**src/bbw_pkg.sv**
```systemverilog
package bbw_pkg;

  // Fixed field widths
  localparam int unsigned SAMPLE_W = 16;
  localparam int unsigned LEN_W    = 9;
  localparam int unsigned COEFF_W  = 8;
  localparam int unsigned CFG_IDX_W  = 2;
  localparam int unsigned CFG_DATA_W = 9;
  localparam int unsigned MEAN_W   = 24;
  localparam int unsigned UPPER_W  = 28;
  localparam int unsigned LOWER_W  = 29;

  // Running sums hold exactly for any window up to 2^LEN_W - 1 samples
  localparam int unsigned SUM_W  = SAMPLE_W + LEN_W;       // 25
  localparam int unsigned SQ_W   = 2 * SAMPLE_W + LEN_W;   // 41
  localparam int unsigned PROD_W = 2 * SUM_W;              // 50

  // Shared divider: quotient bits, divisor and partial remainder widths
  localparam int unsigned DIVQ_W = 46;
  localparam int unsigned DIVD_W = 2 * LEN_W;              // 18
  localparam int unsigned DIVR_W = DIVD_W + 1;

  // Square root unit
  localparam int unsigned ROOT_W = 24;
  localparam int unsigned RAD_W  = 2 * ROOT_W;
  localparam int unsigned SQR_W  = ROOT_W + 2;

  // Step counts of the iterative phases
  localparam int unsigned CNT_W      = 6;
  localparam int unsigned VAR_STEPS  = DIVQ_W;
  localparam int unsigned ROOT_STEPS = ROOT_W;

  // Configuration register indexes
  localparam logic [CFG_IDX_W-1:0] CFG_WINDOW_LENGTH = 2'd0;
  localparam logic [CFG_IDX_W-1:0] CFG_BAND_COEFF    = 2'd1;

  localparam logic [LEN_W-1:0]   WINDOW_LENGTH_RST = 9'd20;
  localparam logic [COEFF_W-1:0] BAND_COEFF_RST    = 8'd32;

  typedef enum logic [9:0] {
    S_IDLE  = 10'b00_0000_0001,
    S_READ  = 10'b00_0000_0010,
    S_UPD   = 10'b00_0000_0100,
    S_MUL   = 10'b00_0000_1000,
    S_SUB   = 10'b00_0001_0000,
    S_DIVV  = 10'b00_0010_0000,
    S_LOAD2 = 10'b00_0100_0000,
    S_ROOT  = 10'b00_1000_0000,
    S_OFF   = 10'b01_0000_0000,
    S_FIN   = 10'b10_0000_0000
  } state_e;

  // Commands from the controller to the datapath
  typedef struct packed {
    logic take;      // latch the accepted sample
    logic rd;        // read the oldest delay-line entry
    logic upd;       // update sums, pointer and delay line
    logic mul;       // form n*sumsq, sum^2 and n^2
    logic sub;       // difference, load divider for the variance
    logic div_step;  // one divider step
    logic load2;     // load root unit and divider for the mean
    logic root_step; // one root step
    logic off;       // band offset
    logic load_out;  // load the result register
  } cmd_t;

  typedef struct packed {
    logic full_next; // window full after this sample
  } status_t;

endpackage

```
**src/bbw_ctrl.sv**
```systemverilog
module bbw_ctrl (
  input  logic             clk_i,
  input  logic             rst_ni,
  input  logic             in_valid_i,
  output logic             in_stall_o,
  output logic             out_valid_o,
  input  logic             out_stall_i,
  input  bbw_pkg::status_t status_i,
  output bbw_pkg::cmd_t    cmd_o
);
  import bbw_pkg::*;

  state_e           st_q, st_d;
  logic [CNT_W-1:0] cnt_q, cnt_d;
  logic             out_valid_q, out_valid_d;
  logic             out_free;

  assign in_stall_o  = (st_q != S_IDLE);
  assign out_valid_o = out_valid_q;
  assign out_free    = !out_valid_q || !out_stall_i;

  // Sequencer
  always_comb begin
    st_d        = st_q;
    cnt_d       = cnt_q;
    cmd_o       = '0;
    out_valid_d = out_valid_q && out_stall_i;
    case (st_q)
      S_IDLE: begin
        if (in_valid_i) begin
          cmd_o.take = 1'b1;
          st_d       = S_READ;
        end
      end
      S_READ: begin
        cmd_o.rd = 1'b1;
        st_d     = S_UPD;
      end
      S_UPD: begin
        cmd_o.upd = 1'b1;
        st_d      = status_i.full_next ? S_MUL : S_FIN;
      end
      S_MUL: begin
        cmd_o.mul = 1'b1;
        st_d      = S_SUB;
      end
      S_SUB: begin
        cmd_o.sub = 1'b1;
        cnt_d     = CNT_W'(VAR_STEPS - 1);
        st_d      = S_DIVV;
      end
      S_DIVV: begin
        cmd_o.div_step = 1'b1;
        cnt_d          = cnt_q - CNT_W'(1);
        if (cnt_q == '0) begin
          st_d = S_LOAD2;
        end
      end
      S_LOAD2: begin
        cmd_o.load2 = 1'b1;
        cnt_d       = CNT_W'(ROOT_STEPS - 1);
        st_d        = S_ROOT;
      end
      S_ROOT: begin
        cmd_o.div_step  = 1'b1;
        cmd_o.root_step = 1'b1;
        cnt_d           = cnt_q - CNT_W'(1);
        if (cnt_q == '0) begin
          st_d = S_OFF;
        end
      end
      S_OFF: begin
        cmd_o.off = 1'b1;
        st_d      = S_FIN;
      end
      S_FIN: begin
        if (out_free) begin
          cmd_o.load_out = 1'b1;
          out_valid_d    = 1'b1;
          st_d           = S_IDLE;
        end
      end
      default: begin
        st_d = S_IDLE;
      end
    endcase
  end

  always_ff @(posedge clk_i or negedge rst_ni) begin
    if (!rst_ni) begin
      st_q        <= S_IDLE;
      cnt_q       <= '0;
      out_valid_q <= 1'b0;
    end else begin
      st_q        <= st_d;
      cnt_q       <= cnt_d;
      out_valid_q <= out_valid_d;
    end
  end

`ifndef SYNTH
  a_accept_reads: assert property (@(posedge clk_i) disable iff (!rst_ni)
    in_valid_i && !in_stall_o |=> st_q == S_READ)
    else $error("accepted sample did not start a delay-line read");

  a_valid_from_fin: assert property (@(posedge clk_i) disable iff (!rst_ni)
    $rose(out_valid_q) |-> $past(st_q == S_FIN))
    else $error("result raised outside the finish state");

  a_no_overwrite: assert property (@(posedge clk_i) disable iff (!rst_ni)
    cmd_o.load_out |-> !(out_valid_q && out_stall_i))
    else $error("result register overwritten while stalled");
`endif

endmodule

```
**config.mk**
```make
export PLATFORM = sky130hd
export DESIGN_NAME = bbw_ctrl
export DESIGN_NICKNAME = d
export VERILOG_FILES = /design/src/bbw_pkg.sv /design/src/bbw_ctrl.sv
export SDC_FILE = /design/constraint.sdc
export NUM_CORES = 1
export LEC_CHECK = 0
export BUFFER_PORTS_ARGS = -buffer_cell sky130_fd_sc_hd__buf_2
export CORE_UTILIZATION = 59
export DETAILED_ROUTE_END_ITERATION = 10
export GPL_ROUTABILITY_DRIVEN = 1
export PLACE_DENSITY = 0.81
export SLEW_MARGIN = 20
export SYNTH_ARGS = -nofsm -noshare
export SYNTH_HDL_FRONTEND = slang
export SYNTH_SLANG_ARGS = --single-unit
```
**constraint.sdc**
```tcl
create_clock -name clk_i -period 4.23 [get_ports clk_i]
set_clock_uncertainty 0.1 [all_clocks]
set_input_delay 0.2115 -clock clk_i [delete_from_list [all_inputs] [get_ports clk_i]]
set_output_delay 0.2115 -clock clk_i [all_outputs]
set_load 0.02 [all_outputs]
```
==> impl_metrics.env, run 1 <==
export IMPL_syn_area_per_cell_um2=9.66
export IMPL_worst_endpoint_required_ns=3.92
export IMPL_power_frac_seq=0.388
export IMPL_overflow=0
export IMPL_clk_pin_slew_ns=0.10
export IMPL_synth_edff_count=0
export IMPL_synth_top_cell_by_area="dfrtp_1"
export IMPL_grt_pass1_wl_um=3610
export IMPL_synth_area_leaders="dfrtp_1 37%, nor2_1 5.3%, and4b_1 4.7%, inv_1 3.5%, nor3_1 2.8%"
export IMPL_utilization=0.712
export IMPL_clkPwrFrac=0.130
export IMPL_worstMarginPinSlew_ns=0.369
export IMPL_p_leak_nw=0.633
export IMPL_fp_dieH_um=44.6
export IMPL_clkLatencyLatePin_ns=0.29
export IMPL_finalMaxSlewViolations=0
export IMPL_gp_congestion=0.775
export IMPL_syn_num_nets=117
export IMPL_r2r_slack_ns=1.98
export IMPL_hold_start="status_i"
export IMPL_ys_seq_area_frac=0.398
export IMPL_synth_top_cell_area_share=0.373
export IMPL_wl_per_cell_um=14.3
export IMPL_endpoint_kind="output pin"
export IMPL_switching_power_w=0.000278
export IMPL_cap_violations=0
export IMPL_min_path_type="input port to flip-flop"
export IMPL_cts_buffers=3
export IMPL_hold_viol=0
export IMPL_ir_worst_vdd_mv=0.373
export IMPL_vias=944
export IMPL_antenna_found_initial=0
export IMPL_synth_area_um2=1070
export IMPL_grt_max_degree=18
export IMPL_grt_pass1_vias=843
export IMPL_ys_types=42
export IMPL_holdPathStages=2
export IMPL_ys_ff_latch=17
export IMPL_drt_antenna_violating_nets=0
export IMPL_viasPerCell=6.09
export IMPL_synth_ff_type="dfrtp_1"
export IMPL_start_kind="flip-flop"
export IMPL_dp_hpwl_um=1630
export IMPL_drtIter0Drc=14
export IMPL_worstSetupPathType="flip-flop to output pin"
export IMPL_ios=17
export IMPL_finalCritPeriodShare=0.583
export IMPL_clockBufferDepth=2
export IMPL_pwr_share_comb=0.481
export IMPL_arrival_ns=2.15
export IMPL_dieArea_um2=1990
export IMPL_grt_usage=0.246
export IMPL_finalWirelength_um=2210
export IMPL_nFillCells=132
export IMPL_crit_path_max_fanout=7
export IMPL_whs_endpoint="st_q[3]$_DFFE_PN0P_"
export IMPL_p_int_w=0.000383
export IMPL_rows=15
export IMPL_p_sw_frac=0.420
export IMPL_dieWidth_um=44.6
export IMPL_ys_warn_count=0
export IMPL_num_antenna_cells=0
export IMPL_cts_tree="yes"
export IMPL_drc=0
export IMPL_fp_coreArea_um2=1710
export IMPL_regToRegEndpoint="cnt_q[4]$_DFFE_PN0P_"
export IMPL_powerDensity_nw_per_um2=543
export IMPL_place_port_buffers=16
export IMPL_cts_root_buf="clkbuf_4"
export IMPL_setup_violations=0
export IMPL_period_minus_slack_ns=2.46
export IMPL_final_nets=137
export IMPL_h_tree_depth=1
export IMPL_drtPass1Iterations=4
export IMPL_status="complete, no violations"
export IMPL_cts_sinks=17
export IMPL_slew_headroom=0.751
export IMPL_tns_ns=0
export IMPL_drive_gt1_frac=0.246
export IMPL_syn2layout_area_growth_pct=13.4
export IMPL_setup_ws_ns=1.77
export IMPL_cts_setup_buffers=0
export IMPL_start_util=0.628
export IMPL_rsz0062_at_grt="false"
export IMPL_postSynthCellCount=111
export IMPL_r2r_cells=6
export IMPL_async_flop_share=1.00
export IMPL_fmax_mhz=406
export IMPL_r2r_start="cnt_q[0]$_DFFE_PN0P_"
export IMPL_dp_slack_ns=2.02
## logic make-up after synthesis
family | Yosys count | share of synthesized area
buf+inv | 13 | 0.0490
fa+ha+maj | 2 | 0.0222
simple gates | 57 | 0.361
flops | 17 | 0.398
xor+xnor | 2 | 0.0233
mux | 2 | 0.0187
compound gates | 18 | 0.128
## power by group through the flow
stage                     clock network (W)  logic, W  registers (W)
final                             0.0000862  0.000318       0.000257
after detailed placement                  0  0.000317       0.000258
after CTS                         0.0000891  0.000320       0.000255
after global routing              0.0000946  0.000352       0.000262
after floorplan                           0  0.000253       0.000245
after global placement                    0  0.000306       0.000255
## layout by cell type, fill, tap and decap left out, drive strengths merged, types with 2 or more instances in the layout
cell type / netlist / routed
nand2: 6 / 6
nor3: 7 / 7
or4b: 3 / 3
o2bb2ai: 2 / 2
mux2i: 2 / 2
a21o: 3 / 3
o21ai: 3 / 3
nor2: 15 / 15
and4b: 5 / 5
or4: 4 / 4
a21oi: 2 / 2
dlygate4sd3: 0 / 2
a211oi: 2 / 2
clkbuf: 0 / 3
or2: 2 / 2
inv: 10 / 10
nand4b: 4 / 4
o311ai: 2 / 2
dfrtp: 16 / 16
nor3b: 4 / 4
buf: 3 / 16
## Yosys cell counts, types with 2 or more instances
cell type / n
dfrtp_1: 16
nor3_1: 6
a21oi_1: 2
mux2i_1: 2
o311ai_0: 2
o21ai_0: 3
a21o_1: 2
or4_4: 2
and4b_1: 5
or4b_1: 2
nor3b_1: 3
o2bb2ai_1: 2
nand4b_1: 3
nor2_1: 15
or4_1: 2
inv_1: 10
nand2_1: 6
buf_2: 3
a211oi_1: 2
## flip-flops by register name, indices dropped and copies added, names as in the netlist
| signal | cells |
|---|---|
| st_q | 10 |
| out_valid_o | 1 |
| cnt_q | 6 |
## final cells by class
class	count	area (um^2)	area share
Tap cell	25	31.3	0.0257
Clock buffer	3	22.5	0.0185
Multi-Input combinational cell	81	593	0.488
Inverter	10	37.5	0.0309
Sequential cell	17	427	0.351
Clock inverter	1	5.00	0.00412
Timing Repair Buffer	18	100	0.0823
## worst max-delay path by stage
stage,endpoint,startpoint,slack [ns],cells after the start
detailed placement,cnt_q[4]$_DFFE_PN0P_,cnt_q[0]$_DFFE_PN0P_,2.02,6
finish,cmd_o[9],st_q[5]$_DFFE_PN0P_,1.77,5
floorplan,cmd_o[9],st_q[5]$_DFFE_PN0P_,2.00,4
CTS,cmd_o[9],st_q[5]$_DFFE_PN0P_,1.76,5
global route,cmd_o[9],st_q[5]$_DFFE_PN0P_,1.62,5
global placement,cnt_q[4]$_DFFE_PN0P_,cnt_q[0]$_DFFE_PN0P_,2.11,6
## critical path, cell delays in order (launching register included)
cell	delay [ns]
dfrtp_1	0.49
or4_4	0.57
nor2_1	0.31
nand4b_1	0.21
nor2_1	0.12
buf_2	0.17
## per-stage QoR
| stage | instances | total power [W] | hold slack [ns] | area (um^2) |
|---|---|---|---|---|
| 4_1_cts | 155 | 0.000664 | 0.0300 | 1220 |
| 3_3_place_gp | 149 | 0.000561 | 0.0495 | 1170 |
| 5_1_grt | 155 | 0.000708 | 0.0526 | 1220 |
| 6_report | 155 | 0.000661 | 0.0356 | 1220 |
| 3_5_place_dp | 149 | 0.000575 | 0.0501 | 1170 |
| 2_1_floorplan | 111 | 0.000497 | -0.184 | 1070 |
## metal layers
layer	vias to the layer above	track usage	wire length [um]
met3	2	0.0408	100
li1	448	-	-
met5	-	0	0
met1	455	0.307	976
met2	39	0.421	1120
met4	0	0.103	14
## what timing repair did
item	in CTS	in global routing
gates resized for setup	0	0
endpoints found under the hold margin	17	0
hold buffers	2	0
Power figures use the tool's default switching activity.
==> run 2: changes to the inputs <==
--- a/config.mk
+++ b/config.mk
@@ -5,11 +5,12 @@
 export SDC_FILE = /design/constraint.sdc
 export NUM_CORES = 1
 export LEC_CHECK = 0
+export ABC_AREA = 1
 export BUFFER_PORTS_ARGS = -buffer_cell sky130_fd_sc_hd__buf_2
-export CORE_UTILIZATION = 59
+export CORE_UTILIZATION = 55
 export DETAILED_ROUTE_END_ITERATION = 10
 export GPL_ROUTABILITY_DRIVEN = 1
-export PLACE_DENSITY = 0.81
+export PLACE_DENSITY = 0.76
 export SLEW_MARGIN = 20
 export SYNTH_ARGS = -nofsm -noshare
 export SYNTH_HDL_FRONTEND = slang
==> constraint.sdc (replaced) <==
create_clock -name clk_i -period 2.3 [get_ports clk_i]
set_clock_uncertainty 0.1 [all_clocks]
set_input_delay 0.115 -clock clk_i [delete_from_list [all_inputs] [get_ports clk_i]]
set_output_delay 0.115 -clock clk_i [all_outputs]
set_load 0.02 [all_outputs]
==> run 2 against run 1 <==
  * Critical path depth up 1
  * Highest routed layer unchanged
  * Hold slack better by 0.12 ns
  * Cell area rose by 5.5%
  * Flip-flop and latch count did not move
  * Cell count rose by 28%
  * Non-clock buffer count up 2
  * Via count is 6.6% higher
  * Worst setup slack got worse by 1.2 ns
  * Core utilization about the same
  * Count of clock-buffer cells in the layout grew 1
  * Largest cell class unchanged
  * Synthesized cell count up 35%
==> impl_metrics.env, run 2 <==
export IMPL_final_cell_mix="32 x inv_1, 28 x nand2_1, 21 x nor2_1"
export IMPL_drive_gt1_frac=0.241
export IMPL_h_tree_depth=1
export IMPL_clk_pin_slew_ns=0.11
export IMPL_drtPass1Iterations=4
export IMPL_dp_slack_ns=0.753
export IMPL_worstMarginPinSlew_ns=0.394
export IMPL_cap_violations=0
export IMPL_worst_endpoint_required_ns=2.09
export IMPL_drc=0
export IMPL_setup_ws_ns=0.539
export IMPL_place_port_buffers=16
export IMPL_cts_tree="yes"
export IMPL_finalMaxSlewViolations=0
export IMPL_cts_sinks=17
export IMPL_synth_common_cells="32 x inv_1, 28 x nand2_1, 21 x nor2_1"
export IMPL_utilization=0.712
export IMPL_status="complete, no violations"
export IMPL_drt_antenna_violating_nets=0
export IMPL_postSynthCellCount=150
export IMPL_finalCritPeriodShare=0.766
export IMPL_crit_path_max_fanout=7
export IMPL_ys_ff_latch=17
export IMPL_synth_area_um2=1100
export IMPL_endpoint_kind="output pin"
export IMPL_fmax_mhz=568
export IMPL_drtIter0Drc=29
export IMPL_ios=17
export IMPL_period_minus_slack_ns=1.76
export IMPL_async_flop_share=1.00
export IMPL_grt_pass1_wl_um=3630
export IMPL_antenna_found_initial=0
export IMPL_syn2layout_area_growth_pct=16.1
export IMPL_critPathSlowestCell="dfrtp_1"
export IMPL_fp_coreArea_um2=1800
export IMPL_dp_hpwl_um=1830
export IMPL_wl_per_cell_um=11.7
export IMPL_ys_types=23
export IMPL_synth_area_leaders="dfrtp_1 36%, inv_1 11%, nand2_1 9.5%, nor2_1 7.1%, nand3_1 4.1%"
export IMPL_layout_commonest_cell="inv_1"
export IMPL_grt_usage=0.238
export IMPL_syn_area_per_cell_um2=7.37
export IMPL_cp_cell_sequence="nor2_4 > nand2_2 > nor2_1 > nand2_1 > inv_1 > buf_2"
export IMPL_gp_congestion=0.877
export IMPL_tns_ns=0
export IMPL_setup_violations=0
export IMPL_cts_root_buf="clkbuf_4"
export IMPL_syn_num_nets=156
export IMPL_ir_worst_vdd_mv=0.800
export IMPL_vias=1006
export IMPL_worstSetupPathType="flip-flop to output pin"
export IMPL_hold_viol=0
export IMPL_ys_warn_count=0
export IMPL_synth_ff_type="dfrtp_1"
export IMPL_synth_top_cell_by_area="dfrtp_1"
export IMPL_cpPeakStageDelay_ns=0.43
export IMPL_clockBufferDepth=2
export IMPL_start_util=0.613
export IMPL_synth_edff_count=0
export IMPL_finalWirelength_um=2330
export IMPL_slew_headroom=0.737
export IMPL_cts_resized=0
export IMPL_overflow=0
export IMPL_grt_max_degree=18
export IMPL_start_kind="flip-flop"
export IMPL_dieWidth_um=46.8
export IMPL_postCtsHoldBufs=4
export IMPL_ys_seq_area_frac=0.386
export IMPL_fp_dieH_um=46.8
export IMPL_viasPerCell=5.06
export IMPL_rsz0062_at_grt="false"
export IMPL_p_leak_nw=0.797
export IMPL_dieArea_um2=2190
export IMPL_rows=15
export IMPL_grt_pass1_vias=893
export IMPL_clkLatencyLatePin_ns=0.30
export IMPL_final_nets=181
export IMPL_largest_register_ffs=10
export IMPL_top_register="st_q"
export IMPL_min_path_type="input port to async pin"
export IMPL_cts_buffers=3
export IMPL_num_antenna_cells=0
export IMPL_cts_setup_buffers=0
export IMPL_holdWs_ns=0.160
export IMPL_powerDensity_nw_per_um2=1090
export IMPL_arrival_ns=1.55
export IMPL_synth_top_cell_area_share=0.362
export IMPL_synth_most_common_cell="inv_1"
==> run 2: cell families (layout without fill, tap and decap cells) <==
group,after synthesis,in the layout,share of synthesized area
AO/OA/AOI/OAI,15,15,0.0804
XOR/XNOR,2,2,0.0159
adder cells (fa/ha/maj),1,1,0.0113
buffers and inverters,32,56,0.109
flip-flops,17,17,0.386
AND/OR/NAND/NOR,83,83,0.398
==> run 2: stage by stage <==
step                      total power, W  instances  cell area, um^2
after detailed placement         0.00123        191             1220
after CTS                        0.00140        199             1280
after floorplan                  0.00106        150             1100
after global routing             0.00151        199             1280
final                            0.00140        199             1280
after global placement           0.00120        191             1220
==> run 2: final timing paths <==
path,cells after the start,from,end,slack [ns]
setup / recovery,6,st_q[9]$_DFFE_PN0P_,cmd_o[7],0.54
hold / removal,2,rst_ni,out_valid_o$_DFF_PN0_,0.16
setup reg to reg,10,st_q[6]$_DFFE_PN0P_,st_q[7]$_DFFE_PN0P_,0.71
hold reg to reg,2,out_valid_o$_DFF_PN0_,out_valid_o$_DFF_PN0_,0.40
max in group asynchronous,2,rst_ni,st_q[0]$_DFFE_PN1P_,1.62
min in group clk_i,2,out_valid_o$_DFF_PN0_,out_valid_o$_DFF_PN0_,0.40
==> run 2: cell type report <==
| type | count | area, um^2 |
|---|---|---|
| Fill cell | 161 | 519 |
| Clock buffer | 4 | 26.3 |
| Multi-Input combinational cell | 101 | 558 |
| Inverter | 32 | 120 |
| Timing Repair Buffer | 20 | 120 |
| Tap cell | 25 | 31.3 |
| Sequential cell | 17 | 427 |
==> run 2: worst max-delay path, delay by kind of cell (launching register included) <==
kind / cells / cell delay (ns)
buf+inv: 2 / 0.22
flops: 1 / 0.43
simple gates: 4 / 0.60
==> run 2: power breakdown <==
part | leakage, nW | internal, W | switching [W] | total (W)
Combinational | 0.562 | 0.000255 | 0.000512 | 0.000767
Clock | 0.0150 | 0.0000676 | 0.000103 | 0.000170
Sequential | 0.220 | 0.000394 | 0.0000721 | 0.000466
==> run 2: routing by layer <==
metal	share of wire	track usage	wire length (um)	vias up
met5	0	0	0	-
met4	0.022	0.126	52	0
met3	0.044	0.0269	102	7
met2	0.46	0.375	1080	32
met1	0.47	0.323	1090	458
li1	-	-	-	509
==> run 3: changes to the inputs <==
==> constraint.sdc (replaced) <==
create_clock -name clk_i -period 1.67 [get_ports clk_i]
set_clock_uncertainty 0.1 [all_clocks]
set_input_delay 0.0835 -clock clk_i [delete_from_list [all_inputs] [get_ports clk_i]]
set_output_delay 0.0835 -clock clk_i [all_outputs]
set_load 0.02 [all_outputs]
==> run 3 against run 2 <==
  * The run now ends with setup timing left
  * Critical endpoint is now cmd_o[6]
  * Cell count increased by 7.0%
  * Critical path depth unchanged
  * Die area unchanged
  * Highest routed layer unchanged
  * Cell area increased by 17%
  * Wire length increased by 34%
  * Core utilization increased by 12 points
  * Via count increased by 12%
  * Non-clock buffer count increased by 14
==> impl_metrics.env, run 3 (synthesis results as in run 2) <==
export IMPL_start_util=0.613
export IMPL_clkLatencyLatePin_ns=0.31
export IMPL_worst_endpoint_required_ns=1.49
export IMPL_hold_viol=0
export IMPL_vias=1130
export IMPL_cts_sinks=17
export IMPL_place_port_buffers=16
export IMPL_violations="setup timing"
export IMPL_syn2layout_area_growth_pct=35.7
export IMPL_clockBufferDepth=2
export IMPL_utilization=0.832
export IMPL_grt_max_degree=18
export IMPL_worstSetupPathType="flip-flop to output pin"
export IMPL_drtIter0Drc=67
export IMPL_grt_pass1_vias=944
export IMPL_cap_violations=0
export IMPL_endpoint_kind="output pin"
export IMPL_slew_headroom=0.736
export IMPL_setup_ws_ns=-0.123
export IMPL_largest_register_ffs=10
export IMPL_fp_dieH_um=46.8
export IMPL_final_cell_mix="28 x inv_1, 22 x nand2_1, 18 x nor2_1"
export IMPL_drt_antenna_violating_nets=0
export IMPL_cts_root_buf="clkbuf_4"
export IMPL_p_leak_nw=0.872
export IMPL_r2r_slack_ns=-0.02
export IMPL_h_tree_depth=1
export IMPL_power_w=0.00226
export IMPL_num_antenna_cells=0
export IMPL_worstMarginPinSlew_ns=0.396
export IMPL_rows=15
export IMPL_min_path_type="input port to async pin"
export IMPL_setup_violations=7
export IMPL_viasPerCell=5.31
export IMPL_antenna_found_initial=0
export IMPL_grt_usage=0.267
export IMPL_final_nets=195
export IMPL_drive_gt1_frac=0.388
export IMPL_overflow=0
export IMPL_finalCritPeriodShare=1.07
export IMPL_gp_congestion=0.889
export IMPL_fp_coreArea_um2=1800
export IMPL_top_register="st_q"
export IMPL_fmax_mhz=558
export IMPL_dieWidth_um=46.8
export IMPL_r2r_start="st_q[4]$_DFFE_PN0P_"
export IMPL_cts_tree="yes"
export IMPL_crit_path_max_fanout=3
export IMPL_drtPass1Iterations=4
export IMPL_finalMaxSlewViolations=0
export IMPL_drc=0
export IMPL_nFillCells=106
export IMPL_finalWirelength_um=3110
export IMPL_ir_worst_vdd_mv=1.19
export IMPL_rsz0062_at_grt="true"
export IMPL_dieArea_um2=2190
export IMPL_start_kind="flip-flop"
export IMPL_clk_pin_slew_ns=0.11
export IMPL_startpoint="st_q[6]$_DFFE_PN0P_"
export IMPL_layout_commonest_cell="inv_1"
export IMPL_wl_per_cell_um=14.6
export IMPL_powerDensity_nw_per_um2=1510
export IMPL_endpoint="cmd_o[6]"
export IMPL_arrival_ns=1.61
export IMPL_regToRegEndpoint="st_q[7]$_DFFE_PN0P_"
export IMPL_r2r_cells=11
export IMPL_status="finished with violations"
export IMPL_ios=17
export IMPL_cts_buffers=3
export IMPL_period_minus_slack_ns=1.79
export IMPL_dp_hpwl_um=1790
export IMPL_grt_pass1_wl_um=4060
run 3: report_power, final:
| group | switching [W] | leakage [nW] | internal (W) |
|---|---|---|---|
| logic | 0.000873 | 0.634 | 0.000497 |
| registers | 0.000100 | 0.220 | 0.000543 |
| clock network | 0.000154 | 0.0177 | 0.0000896 |
| total | 0.00113 | 0.872 | 0.00113 |
run 3: metrics by stage:
stage / hold WS, ns / setup slack [ns] / TNS [ns] / std cells / instance area, um^2
2_1_floorplan: -0.312 / 0.197 / 0 / 150 / 1100
3_3_place_gp: -0.0765 / 0.122 / 0 / 192 / 1220
3_5_place_dp: -0.0710 / 0.113 / 0 / 192 / 1220
4_1_cts: 0.139 / -0.0110 / -0.0132 / 204 / 1350
5_1_grt: 0.170 / -0.152 / -0.982 / 213 / 1500
6_report: 0.128 / -0.123 / -0.286 / 213 / 1500
run 3: worst max-delay path, cell delays in order (launching register included):
cell	delay [ns]
dfrtp_1	0.45
nor2_4	0.18
nand2_2	0.14
nor2_4	0.13
nand2_1	0.14
inv_1	0.09
buf_2	0.17
run 3: timing repair:
action                     CTS  global route
pin swaps                    3            14
hold buffers                 4             0
setup endpoints to repair    5            12
resized for setup            7            29
hold endpoints to repair    22             0
buffers inserted             4             9
run 3: layout make-up:
class	instances	area, um^2	area share
clock buffers	3	22.5	0.0150
clock inverters	1	5.00	0.00334
inverters	32	120	0.0801
multi-input cells	101	626	0.417
flip-flops and latches	17	427	0.285
well taps	25	31.3	0.0209
repair buffers	34	268	0.179
run 3: layer usage:
layer,routed length [um],part of all wire,global-route usage,vias to the layer above
li1,-,-,-,535
met1,1340,0.43,0.383,514
met2,1440,0.46,0.400,64
met3,219,0.070,0.0500,17
met4,121,0.039,0.0971,0
met5,0,0,0,-
run 3: worst min path at each step:
| stage | to | slack (ns) | depth (start not counted) |
|---|---|---|---|
| after floorplan | cnt_q[0]$_DFFE_PN0P_ | -0.31 | 0 |
| after global placement | st_q[4]$_DFFE_PN0P_ | -0.08 | 1 |
| after detailed placement | out_valid_o$_DFF_PN0_ | -0.07 | 1 |
| after CTS | cnt_q[4]$_DFFE_PN0P_ | 0.14 | 2 |
| after global routing | cnt_q[4]$_DFFE_PN0P_ | 0.17 | 2 |
| final | out_valid_o$_DFF_PN0_ | 0.13 | 2 |
